### src/usr_pkg.sv
// Shared constants and register codes for the ultrasonic ranger controller.
`timescale 1ns / 1ps

package usr_pkg;

  // Default parameter values
  localparam int COUNT_BITS_DEF      = 16;
  localparam int BAR_PIXELS_DEF      = 80;
  localparam int MAX_DISTANCE_MM_DEF = 1000;

  // Echo microseconds per centimetre of range
  localparam int US_PER_CM = 58;

  // Configuration register map
  localparam int CFG_INDEX_BITS = 4;
  localparam int CFG_DATA_BITS  = 20;

  localparam logic [CFG_INDEX_BITS-1:0] CFG_TRIGGER_PERIOD = CFG_INDEX_BITS'(0);
  localparam logic [CFG_INDEX_BITS-1:0] CFG_TRIGGER_WIDTH  = CFG_INDEX_BITS'(1);
  localparam logic [CFG_INDEX_BITS-1:0] CFG_NEAR_LIMIT_MM  = CFG_INDEX_BITS'(2);
  localparam logic [CFG_INDEX_BITS-1:0] CFG_FAR_LIMIT_MM   = CFG_INDEX_BITS'(3);

  // Register widths
  localparam int PERIOD_BITS = 20;
  localparam int PULSE_BITS  = 8;
  localparam int LIMIT_BITS  = 10;
  localparam int LIMIT58_BITS = 16;

  // Register reset values
  localparam logic [PERIOD_BITS-1:0]  TRIGGER_PERIOD_RST = PERIOD_BITS'(100000);
  localparam logic [PULSE_BITS-1:0]   TRIGGER_WIDTH_RST  = PULSE_BITS'(10);
  localparam logic [LIMIT58_BITS-1:0] NEAR58_RST         = LIMIT58_BITS'(100 * US_PER_CM);
  localparam logic [LIMIT58_BITS-1:0] FAR58_RST          = LIMIT58_BITS'(500 * US_PER_CM);

  // Output field widths
  localparam int DIST_BITS = 10;
  localparam int BAR_BITS  = 7;
  localparam int ZONE_BITS = 2;
  localparam int DISP_BITS = 11;

  localparam logic [ZONE_BITS-1:0] ZONE_NEAR = ZONE_BITS'(0);
  localparam logic [ZONE_BITS-1:0] ZONE_MID  = ZONE_BITS'(1);
  localparam logic [ZONE_BITS-1:0] ZONE_FAR  = ZONE_BITS'(2);

  // Stream widths
  localparam int IN_DATA_BITS  = 8;
  localparam int OUT_DATA_BITS = 32;
  localparam int OUT_USER_BITS = 1;

endpackage

### src/ultrasonic_ranger_controller_core.sv
// Ultrasonic ranger controller: trigger timing, echo width capture and range readout.
`timescale 1ns / 1ps

// Channel      Dir  Beat content (low bit first)
// ------------ ---- -------------------------------------------------------------
// s_axis       in   tdata: echo_level, one beat per microsecond tick
// m_axis       out  tdata: trigger_out, reading_valid, range_mm, bar_len,
//                   zone, display_value; tuser: display_in_cm; one beat per tick
// cfg          in   cfg_index selects the register, cfg_data carries its value
//
// One beat enters and one leaves per clock when neither side stalls; a reading
// reaches m_axis from the accepted tick through the clamp stage and the
// reciprocal-multiply stage into the output register.
// A synchronous reset restores the register defaults and clears the counters,
// the latched width and every stage valid; other payload registers are left as
// they are. s_axis_tready and cfg_ready stay low while rst is high.
// Ready runs back combinationally through the three stages: once every stage
// holds a beat, a stall on m_axis drops s_axis_tready in the same cycle; only
// empty stages take further beats before that.

module ultrasonic_ranger_controller_core
  import usr_pkg::*;
#(
  parameter int COUNT_BITS      = COUNT_BITS_DEF,
  parameter int BAR_PIXELS      = BAR_PIXELS_DEF,
  parameter int MAX_DISTANCE_MM = MAX_DISTANCE_MM_DEF
) (
  input  logic                      clk,
  input  logic                      rst,
  // Tick input
  input  logic                      s_axis_tvalid,
  output logic                      s_axis_tready,
  input  logic [IN_DATA_BITS-1:0]   s_axis_tdata,   // [0] echo_level, rest zero
  // Readings
  output logic                      m_axis_tvalid,
  input  logic                      m_axis_tready,
  output logic [OUT_DATA_BITS-1:0]  m_axis_tdata,   // [0] trigger_out, [1] reading_valid,
                                                    // [11:2] range_mm, [18:12] bar_len,
                                                    // [20:19] zone, [31:21] display_value
  output logic [OUT_USER_BITS-1:0]  m_axis_tuser,   // [0] display_in_cm
  // Configuration writes
  input  logic                      cfg_valid,
  output logic                      cfg_ready,
  input  logic [CFG_INDEX_BITS-1:0] cfg_index,
  input  logic [CFG_DATA_BITS-1:0]  cfg_data
);

  // Full-scale range in 1/58 mm units, and the reciprocal constants that turn
  // each divide into one multiply with an exact floor over the operand range.
  localparam int CAP      = MAX_DISTANCE_MM * US_PER_CM;
  localparam int CAP_BITS = $clog2(CAP + 1);

  localparam int DIST_K      = CAP_BITS + 6;
  localparam int DIST_M_BITS = CAP_BITS + 1;
  localparam int DIST_PW     = CAP_BITS + DIST_M_BITS + DIST_BITS;
  localparam longint unsigned DIST_M =
    ((64'd1 << DIST_K) + US_PER_CM - 1) / US_PER_CM;

  localparam int CM_K      = COUNT_BITS + 6;
  localparam int CM_M_BITS = COUNT_BITS + 1;
  localparam int CM_PW     = COUNT_BITS + CM_M_BITS + DISP_BITS;
  localparam longint unsigned CM_M =
    ((64'd1 << CM_K) + US_PER_CM - 1) / US_PER_CM;

  localparam int BAR_K      = 2 * CAP_BITS;
  localparam int BAR_M_BITS = CAP_BITS + 9;
  localparam int BAR_PW     = CAP_BITS + BAR_M_BITS + BAR_BITS;
  localparam longint unsigned BAR_M =
    ((longint'(BAR_PIXELS) << BAR_K) + CAP - 1) / CAP;

  // Configuration registers; limits are kept pre-scaled by 58
  logic [PERIOD_BITS-1:0]  trigger_period;
  logic [PULSE_BITS-1:0]   trigger_width;
  logic [LIMIT58_BITS-1:0] near58;
  logic [LIMIT58_BITS-1:0] far58;

  // Tick state
  logic [PERIOD_BITS-1:0] period_count;
  logic [PULSE_BITS-1:0]  pulse_count;
  logic [COUNT_BITS-1:0]  echo_count;
  logic                   echo_previous;
  logic [COUNT_BITS-1:0]  latched_width;

  // Stage valids and handshake
  logic s1_valid, s2_valid, out_valid;
  logic s2_ready, out_ready;
  logic accept;

  // Stage 1 payload (latched_width is its width field)
  logic s1_trig, s1_read;

  // Stage 2 payload
  logic                   s2_trig, s2_read;
  logic [CAP_BITS-1:0]    s2_c;
  logic [COUNT_BITS-1:0]  s2_width;
  logic [ZONE_BITS-1:0]   s2_zone;
  logic                   s2_in_cm;

  // Output register fields
  logic                  out_trig, out_read, out_in_cm;
  logic [DIST_BITS-1:0]  out_dist;
  logic [BAR_BITS-1:0]   out_bar;
  logic [ZONE_BITS-1:0]  out_zone;
  logic [DISP_BITS-1:0]  out_disp;

  // Tick logic
  logic                   echo_level;
  logic [PULSE_BITS-1:0]  pulse_load;
  logic                   trig_now;
  logic [PULSE_BITS-1:0]  pulse_count_next;
  logic [PERIOD_BITS:0]   period_inc;
  logic [PERIOD_BITS-1:0] period_count_next;
  logic [COUNT_BITS-1:0]  echo_inc;
  logic                   rise, fall;

  // Stage 1 -> 2 logic
  logic [COUNT_BITS+3:0]  width_x10;
  logic [CAP_BITS-1:0]    c_next;
  logic [ZONE_BITS-1:0]   zone_next;
  logic                   near_hit, far_hit;

  // Stage 2 -> output logic
  logic [DIST_PW-1:0] dist_prod;
  logic [CM_PW-1:0]   cm_prod;
  logic [BAR_PW-1:0]  bar_prod;
  logic [DIST_BITS-1:0] dist_q;
  logic [DISP_BITS-1:0] cm_q;

  // Ready ripples back from the output: a stage can load when it is empty or
  // its contents move on in the same cycle.
  assign out_ready     = !out_valid || m_axis_tready;
  assign s2_ready      = !s2_valid || out_ready;
  assign s_axis_tready = !rst && (!s1_valid || s2_ready);
  assign accept        = s_axis_tvalid && s_axis_tready;
  assign cfg_ready     = !rst;

  // Configuration
  always_ff @(posedge clk) begin
    if (rst) begin
      trigger_period <= TRIGGER_PERIOD_RST;
      trigger_width  <= TRIGGER_WIDTH_RST;
      near58         <= NEAR58_RST;
      far58          <= FAR58_RST;
    end else if (cfg_valid) begin
      unique case (cfg_index)
        CFG_TRIGGER_PERIOD: trigger_period <= cfg_data[PERIOD_BITS-1:0];
        CFG_TRIGGER_WIDTH:  trigger_width  <= cfg_data[PULSE_BITS-1:0];
        CFG_NEAR_LIMIT_MM:  near58 <= LIMIT58_BITS'(cfg_data[LIMIT_BITS-1:0] * US_PER_CM);
        CFG_FAR_LIMIT_MM:   far58  <= LIMIT58_BITS'(cfg_data[LIMIT_BITS-1:0] * US_PER_CM);
        default: ;  // unmapped index: drop the write
      endcase
    end
  end

  // Trigger generation: reload the pulse at the start of each period, hold
  // the pin high while the pulse count is non-zero.
  assign echo_level        = s_axis_tdata[0];
  assign pulse_load        = (period_count == '0) ? trigger_width : pulse_count;
  assign trig_now          = (pulse_load != '0);
  assign pulse_count_next  = trig_now ? pulse_load - PULSE_BITS'(1) : '0;
  assign period_inc        = {1'b0, period_count} + (PERIOD_BITS+1)'(1);
  assign period_count_next = (period_inc >= {1'b0, trigger_period}) ? '0
                                                                    : period_inc[PERIOD_BITS-1:0];

  // Echo timing: edges are ignored while the trigger is driven.
  assign echo_inc = echo_count + COUNT_BITS'(1);
  assign rise     = !trig_now && !echo_previous && echo_level;
  assign fall     = !trig_now && echo_previous && !echo_level;

  always_ff @(posedge clk) begin
    if (rst) begin
      period_count  <= '0;
      pulse_count   <= '0;
      echo_count    <= '0;
      echo_previous <= 1'b0;
      latched_width <= '0;
      s1_valid      <= 1'b0;
    end else begin
      if (accept) begin
        period_count  <= period_count_next;
        pulse_count   <= pulse_count_next;
        echo_count    <= rise ? '0 : echo_inc;
        echo_previous <= echo_level;
        if (fall) begin
          latched_width <= echo_inc;
        end
        s1_valid <= 1'b1;
      end else if (s2_ready) begin
        s1_valid <= 1'b0;
      end
    end
  end

  always_ff @(posedge clk) begin
    if (accept) begin
      s1_trig <= trig_now;
      s1_read <= fall;
    end
  end

  // Stage 1: clamp the width to full scale in 1/58 mm units and classify it.
  assign width_x10 = ((COUNT_BITS+4)'(latched_width) << 3) +
                     ((COUNT_BITS+4)'(latched_width) << 1);
  assign c_next    = (32'(width_x10) < 32'(CAP)) ? CAP_BITS'(width_x10) : CAP_BITS'(CAP);
  assign near_hit  = (32'(c_next) <= 32'(near58));
  assign far_hit   = (32'(c_next) <= 32'(far58));

  always_comb begin
    priority if (near_hit) begin
      zone_next = ZONE_NEAR;
    end else if (far_hit) begin
      zone_next = ZONE_MID;
    end else begin
      zone_next = ZONE_FAR;
    end
  end

  always_ff @(posedge clk) begin
    if (rst) begin
      s2_valid <= 1'b0;
    end else if (s2_ready) begin
      s2_valid <= s1_valid;
    end
  end

  always_ff @(posedge clk) begin
    if (s2_ready && s1_valid) begin
      s2_trig  <= s1_trig;
      s2_read  <= s1_read;
      s2_c     <= c_next;
      s2_width <= latched_width;
      s2_zone  <= zone_next;
      s2_in_cm <= !near_hit;
    end
  end

  // Stage 2: reciprocal multiplies give distance, whole cm and bar height.
  assign dist_prod = DIST_PW'(s2_c) * DIST_PW'(DIST_M);
  assign cm_prod   = CM_PW'(s2_width) * CM_PW'(CM_M);
  assign bar_prod  = BAR_PW'(s2_c) * BAR_PW'(BAR_M);
  assign dist_q    = dist_prod[DIST_K +: DIST_BITS];
  assign cm_q      = cm_prod[CM_K +: DISP_BITS];

  always_ff @(posedge clk) begin
    if (rst) begin
      out_valid <= 1'b0;
    end else if (out_ready) begin
      out_valid <= s2_valid;
    end
  end

  always_ff @(posedge clk) begin
    if (out_ready && s2_valid) begin
      out_trig  <= s2_trig;
      out_read  <= s2_read;
      out_dist  <= dist_q;
      out_bar   <= bar_prod[BAR_K +: BAR_BITS];
      out_zone  <= s2_zone;
      out_disp  <= s2_in_cm ? cm_q : DISP_BITS'(dist_q);
      out_in_cm <= s2_in_cm;
    end
  end

  assign m_axis_tvalid = out_valid;
  assign m_axis_tdata  = {out_disp, out_zone, out_bar, out_dist, out_read, out_trig};
  assign m_axis_tuser  = out_in_cm;

  // A reading is only taken with the trigger released.
  assert property (@(posedge clk) disable iff (rst)
    m_axis_tvalid |-> !(m_axis_tdata[0] && m_axis_tdata[1]))
    else $error("reading latched while trigger driven");

  // Centimetre display goes with every zone beyond near.
  assert property (@(posedge clk) disable iff (rst)
    m_axis_tvalid |-> (m_axis_tuser[0] == (m_axis_tdata[20:19] != ZONE_NEAR)))
    else $error("display unit disagrees with zone");

  // A period start with a non-zero width drives the trigger on that tick.
  assert property (@(posedge clk) disable iff (rst)
    (accept && period_count == '0 && trigger_width != '0) |=> (s1_valid && s1_trig))
    else $error("trigger missing at period start");

  // A falling edge outside the trigger captures the running count.
  assert property (@(posedge clk) disable iff (rst)
    (accept && fall) |=> (latched_width == $past(echo_inc) && s1_read))
    else $error("echo width not captured");

endmodule

### config.mk
export PLATFORM = sky130hd
export DESIGN_NAME = ultrasonic_ranger_controller_core
export DESIGN_NICKNAME = d
export VERILOG_FILES = /design/src/usr_pkg.sv /design/src/ultrasonic_ranger_controller_core.sv
export SDC_FILE = /design/constraint.sdc
export NUM_CORES = 1
export LEC_CHECK = 0
export BUFFER_PORTS_ARGS = -buffer_cell sky130_fd_sc_hd__buf_2
export CAP_MARGIN = 10
export CORE_MARGIN = 4
export CORE_UTILIZATION = 70
export CTS_CLUSTER_SIZE = 8
export DETAILED_ROUTE_END_ITERATION = 16
export GPL_ROUTABILITY_DRIVEN = 0
export PLACE_DENSITY = 0.85
export SYNTH_ARGS = -nofsm -noshare
export SYNTH_HDL_FRONTEND = slang
export SYNTH_SLANG_ARGS = --single-unit
### constraint.sdc
create_clock -name clk -period 14.9 [get_ports clk]
set_clock_uncertainty 0.15 [all_clocks]
set_input_delay 1.49 -clock clk [delete_from_list [all_inputs] [get_ports clk]]
set_output_delay 1.49 -clock clk [all_outputs]
set_load 0.01 [all_outputs]
==> metrics.txt, run 1 <==
# setup viols final 0; CTS Hold Bufs 0; CP Capture Type flop; met2 usage 54.6%; Reg power frac 20.7%; Post-Synth Simple-Gate Area under 10%; clock share of power 17.4%; Final Hold Fails 0; Starting Density 71.7%; Max Root-Sink Buffers 2; clk slew on worst S/H paths 0.10 ns; share of layout cells above drive strength 1 5.23%; Setup Fix Bufs, Post-CTS 0; Congestion Overflow GR 0; std cell rows 67; Tcrit/Tclk final 48.8%; number of gates resized after cts 0; pwr dens 114 nW/um^2; vias in the first global route ~20000; fin. max-slew vios 0; cells after synthesis 2500; Total GRT Usage 31.7%; Non-Filler Instances 3010; Die ar. between 30000 and 40000 um^2; Critical Path RT 14.99 ns; I/O pin cnt 73; Vias between 15000 and 20000; fin util 75.8%; mux cell area share after synthesis 0.858%; Period minus WS final between 7 and 8 ns; M1 GR Usage 38.6%; ys flop type dfxtp_1; Top Usage Layer GRT met2; Antenna Violating Nets Remaining 0; Max IR drop VDD approximately 0.096 mV; syn_nets 3297; synthesized area 24200 um^2; Port-buffer cells 65; sequential area share after synthesis 18.9%; largest net degree at the start of global routing 61; die height 194 um; synthesis-stage register bit count 193; drt first-iter violations 1271; Yosys warnings 0; H-tree levels 4; hold_ws 0.275 ns; most frequent cells in the layout inv_1, ha_1, fa_1, nand2_1, dfxtp_1; adder-cell share of the synthesized area about 48%; min-delay worst type flop to flop; XOR/XNOR Fraction of Synth Area 3.22%; number of synthesized flops with an enable pin 71; DP Wirelength 45900 um; # placed instances ~3000; worst-skew pair later-pin latency 0.48 ns; Arrival @ worst endpoint roughly 7.4 ns; DR pass1 iterations 5; startpoint type of the worst setup path flop; GR Util met3 6.95%; clock buffer count from CTS 17; Core Region 33800 um^2; Critical Path Fanout Max 10; Die W between 150 and 200 um; outcome finished, final reports clean; TNS Setup 0 ns; n_diodes 0; Comb power frac 61.9%; syn_area_per_cell just under 10 um^2; Layout Nets 3346; Max-Cap Viols 0; first-pass GRT wire length 96700 um; WL final 58400 um; static leakage 0.0132 uW; unrepaired setup endpoints after global routing false; Placement Cell Area 25000 um^2; Slew Limit Headroom 23.7%; worst-margin pin slew 1.14 ns; CTS tree done; asr flop ratio synth 0%; DR vias/cell 6.00; CP Class flop to flop; distinct cell type count after synthesis 81; CTS root buffer clkbuf_16; Psw 1300 uW; commonest non-fill, non-tap cell in the layout inv_1; Area Overhead vs Synth 5.84%; Synth Area in Compound Gates 9.65%; clk sinks 193; initial antenna violation count 0; Design Area, Final 25600 um^2; Wirelength per Cell 19.4 um; DRC violations left 0; Power Internal between 1500 and 2000 uW; largest family of logic cells by synthesized area adder cells; sw frac between 40% and 50%; FMAX 138 MHz
[final timing paths]
path,depth (start not counted),slack (ns),endpoint,startpoint
setup reg to reg,18,7.63,out_disp[9],s2_c[13]
hold / removal,0,0.28,s2_read,s1_read
setup / recovery,18,7.63,out_disp[9],s2_c[13]
hold reg to reg,0,0.28,s2_read,s1_read
[synthesized netlist by cell type, types with 3 or more instances]
cell type / instances / area (um^2)
a2111oi_0: 3 / 26.3
a211o_1: 7 / 61.3
a211oi_1: 27 / 203
a21o_1: 35 / 263
a21oi_1: 115 / 576
a22o_1: 3 / 26.3
a22oi_1: 8 / 60.1
a31o_2: 3 / 26.3
a31oi_1: 6 / 37.5
and2_1: 6 / 37.5
and3_1: 17 / 106
and4_1: 6 / 52.6
buf_1: 4 / 15.0
clkbuf_1: 33 / 124
dfxtp_1: 122 / 2440
edfxtp_1: 71 / 2130
fa_1: 295 / 5910
ha_1: 465 / 5820
inv_1: 582 / 2180
mux2_2: 5 / 56.3
mux2i_1: 14 / 140
nand2_1: 144 / 541
nand2b_1: 6 / 37.5
nand3_1: 50 / 250
nand3b_1: 8 / 60.1
nand4_1: 16 / 100
nor2_1: 117 / 439
nor2b_1: 18 / 113
nor3_1: 32 / 160
nor4_1: 4 / 25.0
o2111ai_1: 5 / 43.8
o211ai_1: 23 / 173
o21a_1: 24 / 180
o21ai_0: 49 / 245
o21bai_1: 8 / 60.1
o31ai_1: 5 / 37.5
or2_2: 7 / 43.8
or3_1: 10 / 62.6
xnor2_1: 56 / 490
xor2_1: 33 / 289
[power by group through the flow]
stage          logic, uW  clock network (uW)  registers, uW
2_1_floorplan       1290                   0            616
3_3_place_gp        1630                   0            616
3_5_place_dp        1750                   0            616
4_1_cts             1790                 507            604
5_1_grt             2040                 530            607
6_report            1800                 506            605
[critical path: stages (launching register included)]
cell	delay (ns)
edfxtp_1	0.90
inv_1	0.19
fa_1	0.79
fa_1	0.51
fa_1	0.52
inv_1	0.05
fa_1	0.47
fa_1	0.52
fa_1	0.49
ha_1	0.31
o21ai_0	0.17
nor2_1	0.07
o221ai_1	0.23
nand3b_1	0.23
a221o_1	0.39
and4_4	0.22
a2111oi_4	0.33
xor2_1	0.18
mux2_1	0.30
[per-stage QoR]
step,setup WS [ns],power [uW]
CTS,7.77,2900
detailed placement,7.76,2360
global placement,8.06,2240
finish,7.63,2920
floorplan,8.67,1910
global route,7.35,3180
[area by class of cell]
| cell class | instances | area (um^2) |
|---|---|---|
| inverter | 584 | 2190 |
| tap | 448 | 561 |
| fill | 2142 | 8160 |
| multi-input combinational | 1681 | 17300 |
| sequential | 193 | 4570 |
| clock inverter | 14 | 206 |
| timing repair buffer | 72 | 378 |
| clock buffer | 18 | 429 |
[metal layers]
layer	part of all wire [%]	up-vias	wire length (um)
met1	39	8767	22700
li1	-	8301	-
met5	0	-	0
met3	7.6	224	4430
met4	4.5	0	2650
met2	49	763	28600
[registers in the layout, summed over array words and instances (netlist names), 2 cells and up]
register and count:
trigger_period 20, far58 15, out_disp 11, pulse_count 8
echo_count 16, near58 15, s2_zone 2, out_zone 2
latched_width 16, out_dist 10, s2_c 15, trigger_width 8
period_count 20, out_bar 7, s2_width 16
[cells by family (layout without fill, tap and decap cells)]
| group | after synthesis | after routing |
|---|---|---|
| AOI/OAI and AO/OA | 353 | 353 |
| xor gates and xnor gates | 89 | 89 |
| adders and majority gates | 760 | 760 |
| buffers and inverters | 626 | 688 |
| DFF | 193 | 193 |
| muxes | 20 | 20 |
| and+or+nand+nor | 459 | 459 |
Note: power is estimated with default switching activity, not from simulation.
==> inputs of run 2 (changes only) <==
--- a/config.mk
+++ b/config.mk
@@ -8,11 +8,11 @@
 export BUFFER_PORTS_ARGS = -buffer_cell sky130_fd_sc_hd__buf_2
 export CAP_MARGIN = 10
 export CORE_MARGIN = 4
-export CORE_UTILIZATION = 70
+export CORE_UTILIZATION = 59
 export CTS_CLUSTER_SIZE = 8
 export DETAILED_ROUTE_END_ITERATION = 16
 export GPL_ROUTABILITY_DRIVEN = 0
-export PLACE_DENSITY = 0.85
+export PLACE_DENSITY = 0.76
 export SYNTH_ARGS = -nofsm -noshare
 export SYNTH_HDL_FRONTEND = slang
 export SYNTH_SLANG_ARGS = --single-unit
==> constraint.sdc (replaced) <==
create_clock -name clk -period 5.9 [get_ports clk]
set_clock_uncertainty 0.15 [all_clocks]
set_input_delay 0.59 -clock clk [delete_from_list [all_inputs] [get_ports clk]]
set_output_delay 0.59 -clock clk [all_outputs]
set_load 0.01 [all_outputs]
==> metrics.txt, run 2 (synthesized netlist as in run 1, its figures left out) <==
clock share of power 14.5% (was 17.4%); Arrival @ worst endpoint 6.35 ns (was 7.36 ns); Final Hold Fails 0 (unchanged); Layout Nets 3541 (was 3346); CTS tree done (unchanged); WL final 57900 um (was 58400 um); startpoint type of the worst setup path flop (unchanged); pwr dens 304 nW/um^2 (was 114 nW/um^2); Period minus WS final 6.27 ns (was 7.27 ns); H-tree levels 4 (unchanged); clock buffer count from CTS 17 (unchanged); worst-skew pair later-pin latency 0.47 ns (was 0.48 ns); Regs by FF count period_count: 20 flops, trigger_period: 20 flops (unchanged); Die W 211 um (was 194 um); Core Region 40200 um^2 (was 33800 um^2); Critical Path Fanout Max 4 (was 10); # setup viols final 19 (was 0); Comb power frac 67.6% (was 61.9%); most frequent cells in the layout inv_1, ha_1, fa_1, buf_4, nand2_1 (was inv_1, ha_1, fa_1, nand2_1, dfxtp_1); Max Root-Sink Buffers 2 (unchanged); DRC violations left 0 (unchanged); CTS root buffer clkbuf_16 (unchanged); Vias 18193 (was 18055); initial antenna violation count 0 (unchanged); reg2reg path depth 20 (was 18); commonest non-fill, non-tap cell in the layout inv_1 (unchanged); Placement Setup Slack -0.537 ns (was 7.76 ns); Die ar. 44300 um^2 (was 37600 um^2); Min-Delay Startpoint s_axis_tdata[0] (was s1_read); Starting Density 60.2% (was 71.7%); Psw 3610 uW (was 1300 uW); Hold Path Sink echo_previous (was s2_read); FF-to-FF setup slack -0.37 ns (was 7.63 ns); share of layout cells above drive strength 1 15.9% (was 5.23%); I/O pin cnt 73 (unchanged); Tcrit/Tclk final 106% (was 48.8%); drt first-iter violations 1055 (was 1271); DR vias/cell 5.54 (was 6.00); vias in the first global route 19463 (was 19531); unrepaired setup endpoints after global routing true (was false); min-delay worst type primary input to flop (was flop to flop); die height 211 um (was 194 um); Wirelength per Cell 17.7 um (was 19.4 um); CTS Hold Bufs 0 (unchanged); CP Capture Type flop (unchanged); Port-buffer cells 65 (unchanged); Max IR drop VDD 0.281 mV (was 0.0962 mV); total power 8450 uW (was 2920 uW); Slew Limit Headroom 14.4% (was 23.7%); Design Area, Final 27800 um^2 (was 25600 um^2); Power Internal 4840 uW (was 1620 uW); static leakage 0.0142 uW (was 0.0132 uW); Antenna Violating Nets Remaining 0 (unchanged); Area Overhead vs Synth 14.9% (was 5.84%); DR pass1 iterations 7 (was 5); largest net degree at the start of global routing 90 (was 61); Congestion Overflow GR 0 (unchanged); worst-margin pin slew 1.28 ns (was 1.14 ns); Total GRT Usage 26.5% (was 31.7%); Critical Path RT 5.98 ns (was 14.99 ns); n_diodes 0 (unchanged); Max-Cap Viols 0 (unchanged); final worst slack -0.369 ns (was 7.63 ns); Placement Cell Area 26400 um^2 (was 25000 um^2); failing checks negative setup slack; outcome finished with violations (was finished, final reports clean); sw frac 42.7% (was 44.5%); CP Class flop to flop (unchanged); fill count 2856 (was 2142); fin. max-slew vios 0 (unchanged); Reg power frac 17.9% (was 20.7%); reg2reg start s2_width[12] (was s2_c[13]); clk slew on worst S/H paths 0.08 ns (was 0.10 ns); FMAX 160 MHz (was 138 MHz); fin util 69.2% (was 75.8%); DP Wirelength 46500 um (was 45900 um); first-pass GRT wire length 95900 um (was 96700 um); Worst Hold Depth 3 (was 0); clk sinks 193 (unchanged); r2r endpoint out_disp[8] (was out_disp[9]); std cell rows 73 (was 67)
==> run 2: cell count changes in the layout (fill, tap and decap cells not counted), sizes merged <==
cell	delta
clkinv	-1
buf	+195
clkbuf	+2
inv	-1
==> run 2: power groups by stage <==
stage | Sequential [uW] | Clock, uW | Combinational (uW)
after detailed placement | 1540 | 0 | 4790
after CTS | 1510 | 1250 | 5180
after global placement | 1540 | 0 | 4580
after floorplan | 1560 | 0 | 3280
after global routing | 1510 | 1310 | 6380
final | 1510 | 1230 | 5720
==> run 2: layer usage <==
| layer | vias up | wire length [um] | global-route usage, % |
|---|---|---|---|
| met5 | - | 0 | 0 |
| met4 | 0 | 1900 | 8.67 |
| met3 | 129 | 2770 | 4.26 |
| met2 | 480 | 28900 | 46.2 |
| met1 | 8896 | 24400 | 33.9 |
| li1 | 8688 | - | - |
==> run 2: cell type report <==
cell class	count	area, um^2	share of cell area, %
multi-input combinational	1681	17900	64.2
sequential	193	4570	16.4
inverter	584	2190	7.89
timing repair buffer	267	1910	6.85
tap	525	657	2.36
clock buffer	20	478	1.72
clock inverter	12	136	0.490
==> run 2: worst max-delay path, cell delays in order (launching register included) <==
cell and delay, ns:
edfxtp_1 0.42, buf_6 0.15, buf_4 0.13, fa_1 0.51, inv_1 0.05, fa_1 0.48
fa_1 0.51, inv_1 0.06, fa_1 0.50, fa_2 0.57, fa_2 0.46, ha_4 0.17
a21o_1 0.18, a221o_1 0.35, a21oi_2 0.16, o31ai_2 0.13, a32oi_4 0.30, a21oi_2 0.11
and3b_1 0.20, o31ai_1 0.21, a21bo_2 0.24
==> run 2: how the worst max path moves through the flow <==
stage,slack (ns),from,to,cells past startpoint
global placement,-0.38,s2_width[12],out_disp[8],19
floorplan,0.0005,s2_c[6],out_bar[4],20
detailed placement,-0.54,s2_width[12],out_disp[8],19
global route,-0.58,s2_c[12],out_disp[9],19
finish,-0.37,s2_width[12],out_disp[8],20
CTS,-0.33,s2_width[13],out_disp[8],19
==> run 2: repair_timing <==
item	4_1_cts	5_1_grt
pin swaps	59	52
gates resized for setup	72	62
setup buffers	20	12
setup endpoints to repair	26	28
==> run 2: metrics by stage <==
| step | setup TNS, ns | hold slack [ns] | std cells |
|---|---|---|---|
| global placement | -3.09 | 0.258 | 3224 |
| floorplan | 0 | 0.250 | 2500 |
| detailed placement | -5.59 | 0.258 | 3224 |
| finish | -3.55 | 0.193 | 3282 |
| CTS | -2.90 | 0.166 | 3275 |
| global route | -8.03 | 0.193 | 3282 |
==> inputs of run 3 (changes only) <==
--- a/config.mk
+++ b/config.mk
@@ -7,12 +7,13 @@
 export LEC_CHECK = 0
 export BUFFER_PORTS_ARGS = -buffer_cell sky130_fd_sc_hd__buf_2
 export CAP_MARGIN = 10
+export CORE_ASPECT_RATIO = 0.8
 export CORE_MARGIN = 4
-export CORE_UTILIZATION = 59
+export CORE_UTILIZATION = 65
 export CTS_CLUSTER_SIZE = 8
 export DETAILED_ROUTE_END_ITERATION = 16
 export GPL_ROUTABILITY_DRIVEN = 0
-export PLACE_DENSITY = 0.76
+export PLACE_DENSITY = 0.8
 export SYNTH_ARGS = -nofsm -noshare
 export SYNTH_HDL_FRONTEND = slang
 export SYNTH_SLANG_ARGS = --single-unit
==> constraint.sdc (replaced) <==
create_clock -name clk -period 6.2 [get_ports clk]
set_clock_uncertainty 0.15 [all_clocks]
set_input_delay 0.62 -clock clk [delete_from_list [all_inputs] [get_ports clk]]
set_output_delay 0.62 -clock clk [all_outputs]
set_load 0.01 [all_outputs]
==> metrics.txt, run 3 (synthesized netlist as in run 1, its figures left out) <==
outcome finished with violations (unchanged); failing checks negative setup slack (unchanged); # placed instances 3109 (was 3224); drt first-iter violations 1510 (was 1055); commonest non-fill, non-tap cell in the layout inv_1 (unchanged); CP Class flop to flop (unchanged); final worst slack -0.229 ns (was -0.369 ns); Slew Limit Headroom 23.9% (was 14.4%); hold_ws 0.226 ns (was 0.193 ns); Port-buffer cells 65 (unchanged); Die ar. 40400 um^2 (was 44300 um^2); Final Hold Fails 0 (unchanged); std cell rows 62 (was 73); largest net degree at the start of global routing 91 (was 90); DR vias/cell 5.84 (was 5.54); Power Internal 4370 uW (was 4840 uW); clock share of power 14.8% (was 14.5%); worst-margin pin slew 1.14 ns (was 1.28 ns); Comb power frac 66.7% (was 67.6%); startpoint type of the worst setup path flop (unchanged); Max IR drop VDD 0.510 mV (was 0.281 mV); fill count 2351 (was 2856); Regs by FF count period_count: 20 flops, trigger_period: 20 flops (unchanged); worst-skew pair later-pin latency 0.46 ns (was 0.47 ns); Period minus WS final 6.43 ns (was 6.27 ns); Vias 18616 (was 18193); CTS tree done (unchanged); clock buffer count from CTS 17 (unchanged); Tcrit/Tclk final 104% (was 106%); CP Capture Type flop (unchanged); n_diodes 0 (unchanged); unrepaired setup endpoints after global routing true (unchanged); Total GRT Usage 29.8% (was 26.5%); WL final 60700 um (was 57900 um); TNS Setup -1.43 ns (was -3.55 ns); Critical Path RT 6.26 ns (was 5.98 ns); min-delay worst type primary input to flop (unchanged); share of layout cells above drive strength 1 13.9% (was 15.9%); Area Overhead vs Synth 12.8% (was 14.9%); Psw 3390 uW (was 3610 uW); DR pass1 iterations 7 (unchanged); initial antenna violation count 0 (unchanged); die height 181 um (was 211 um); Reg power frac 18.5% (was 17.9%); I/O pin cnt 73 (unchanged); Placement Setup Slack -0.265 ns (was -0.537 ns); CTS Hold Bufs 0 (unchanged); DRC violations left 0 (unchanged); Die W 224 um (was 211 um); Non-Filler Instances 3189 (was 3282); most frequent cells in the layout inv_1, ha_1, fa_1, nand2_1, buf_4 (was inv_1, ha_1, fa_1, buf_4, nand2_1); H-tree levels 4 (unchanged); total power 7760 uW (was 8450 uW); Arrival @ worst endpoint 6.48 ns (was 6.35 ns); first-pass GRT wire length 97400 um (was 95900 um); Wirelength per Cell 19.0 um (was 17.7 um); DP Wirelength 46800 um (was 46500 um); Core Region 36300 um^2 (was 40200 um^2); # setup viols final 12 (was 19); Max Root-Sink Buffers 2 (unchanged); static leakage 0.0139 uW (was 0.0142 uW); sw frac 43.7% (was 42.7%); FMAX 156 MHz (was 160 MHz); Antenna Violating Nets Remaining 0 (unchanged); Critical Path Fanout Max 3 (was 4); clk slew on worst S/H paths 0.09 ns (was 0.08 ns); Congestion Overflow GR 0 (unchanged); clk sinks 193 (unchanged); fin. max-slew vios 0 (unchanged); Starting Density 66.7% (was 60.2%); Max-Cap Viols 0 (unchanged); Layout Nets 3493 (was 3541); CTS root buffer clkbuf_16 (unchanged); vias in the first global route 19455 (was 19463); pwr dens 284 nW/um^2 (was 304 nW/um^2)
[run 3: final timing paths]
| check | slack (ns) | start | depth (start not counted) | to |
|---|---|---|---|---|
| setup / recovery | -0.23 | s2_c[14] | 20 | out_disp[8] |
| setup reg to reg | -0.23 | s2_c[14] | 20 | out_disp[8] |
| hold / removal | 0.23 | cfg_data[10] | 3 | trigger_period[10] |
| hold reg to reg | 0.27 | s2_read | 0 | out_read |
[run 3: power by group through the flow]
stage	Sequential (uW)	Combinational [uW]	Clock, uW
6_report	1440	5180	1150
5_1_grt	1440	5810	1210
4_1_cts	1440	4660	1150
3_5_place_dp	1470	4370	0
3_3_place_gp	1460	4100	0
2_1_floorplan	1480	3100	0
[run 3: routing by layer]
metal | GRT usage (%) | wire length, um
met2 | 48.1 | 28500
met3 | 7.26 | 5540
met4 | 7.27 | 1590
met5 | 0 | 0
met1 | 41.0 | 25100
[run 3: critical path, cell delays in order (launching register included)]
cell	delay, ns
edfxtp_1	0.47
inv_2	0.12
fa_2	0.46
buf_4	0.16
fa_2	0.41
fa_1	0.52
inv_1	0.06
fa_1	0.60
fa_1	0.46
fa_1	0.48
ha_1	0.31
nand4_1	0.18
o21ai_1	0.08
o221ai_1	0.18
nand3b_1	0.27
a221o_1	0.42
buf_6	0.13
a21o_1	0.19
a21oi_2	0.20
xnor2_2	0.13
a21bo_2	0.20
[run 3: final cells by class]
type / count / area (um^2) / area share, %
clock buffers: 17 / 425 / 1.56
clock inverters: 15 / 188 / 0.687
inverters: 584 / 2200 / 8.04
multi-input cells: 1681 / 17800 / 65.0
flip-flops and latches: 193 / 4570 / 16.7
well taps: 480 / 601 / 2.20
repair buffers: 219 / 1570 / 5.75
[run 3: repair_timing]
item                       4_1_cts  5_1_grt
buffers inserted                22       30
pin swaps                       79       56
hold endpoints to repair         0        0
setup endpoints to repair       14       22
resized for setup               54       70
[run 3: metrics by stage]
stage          util, %  cell area [um^2]
2_1_floorplan        -             24200
3_3_place_gp      71.0             25800
3_5_place_dp      71.0             25800
4_1_cts           73.8             26800
5_1_grt           75.2             27300
6_report          75.2             27300
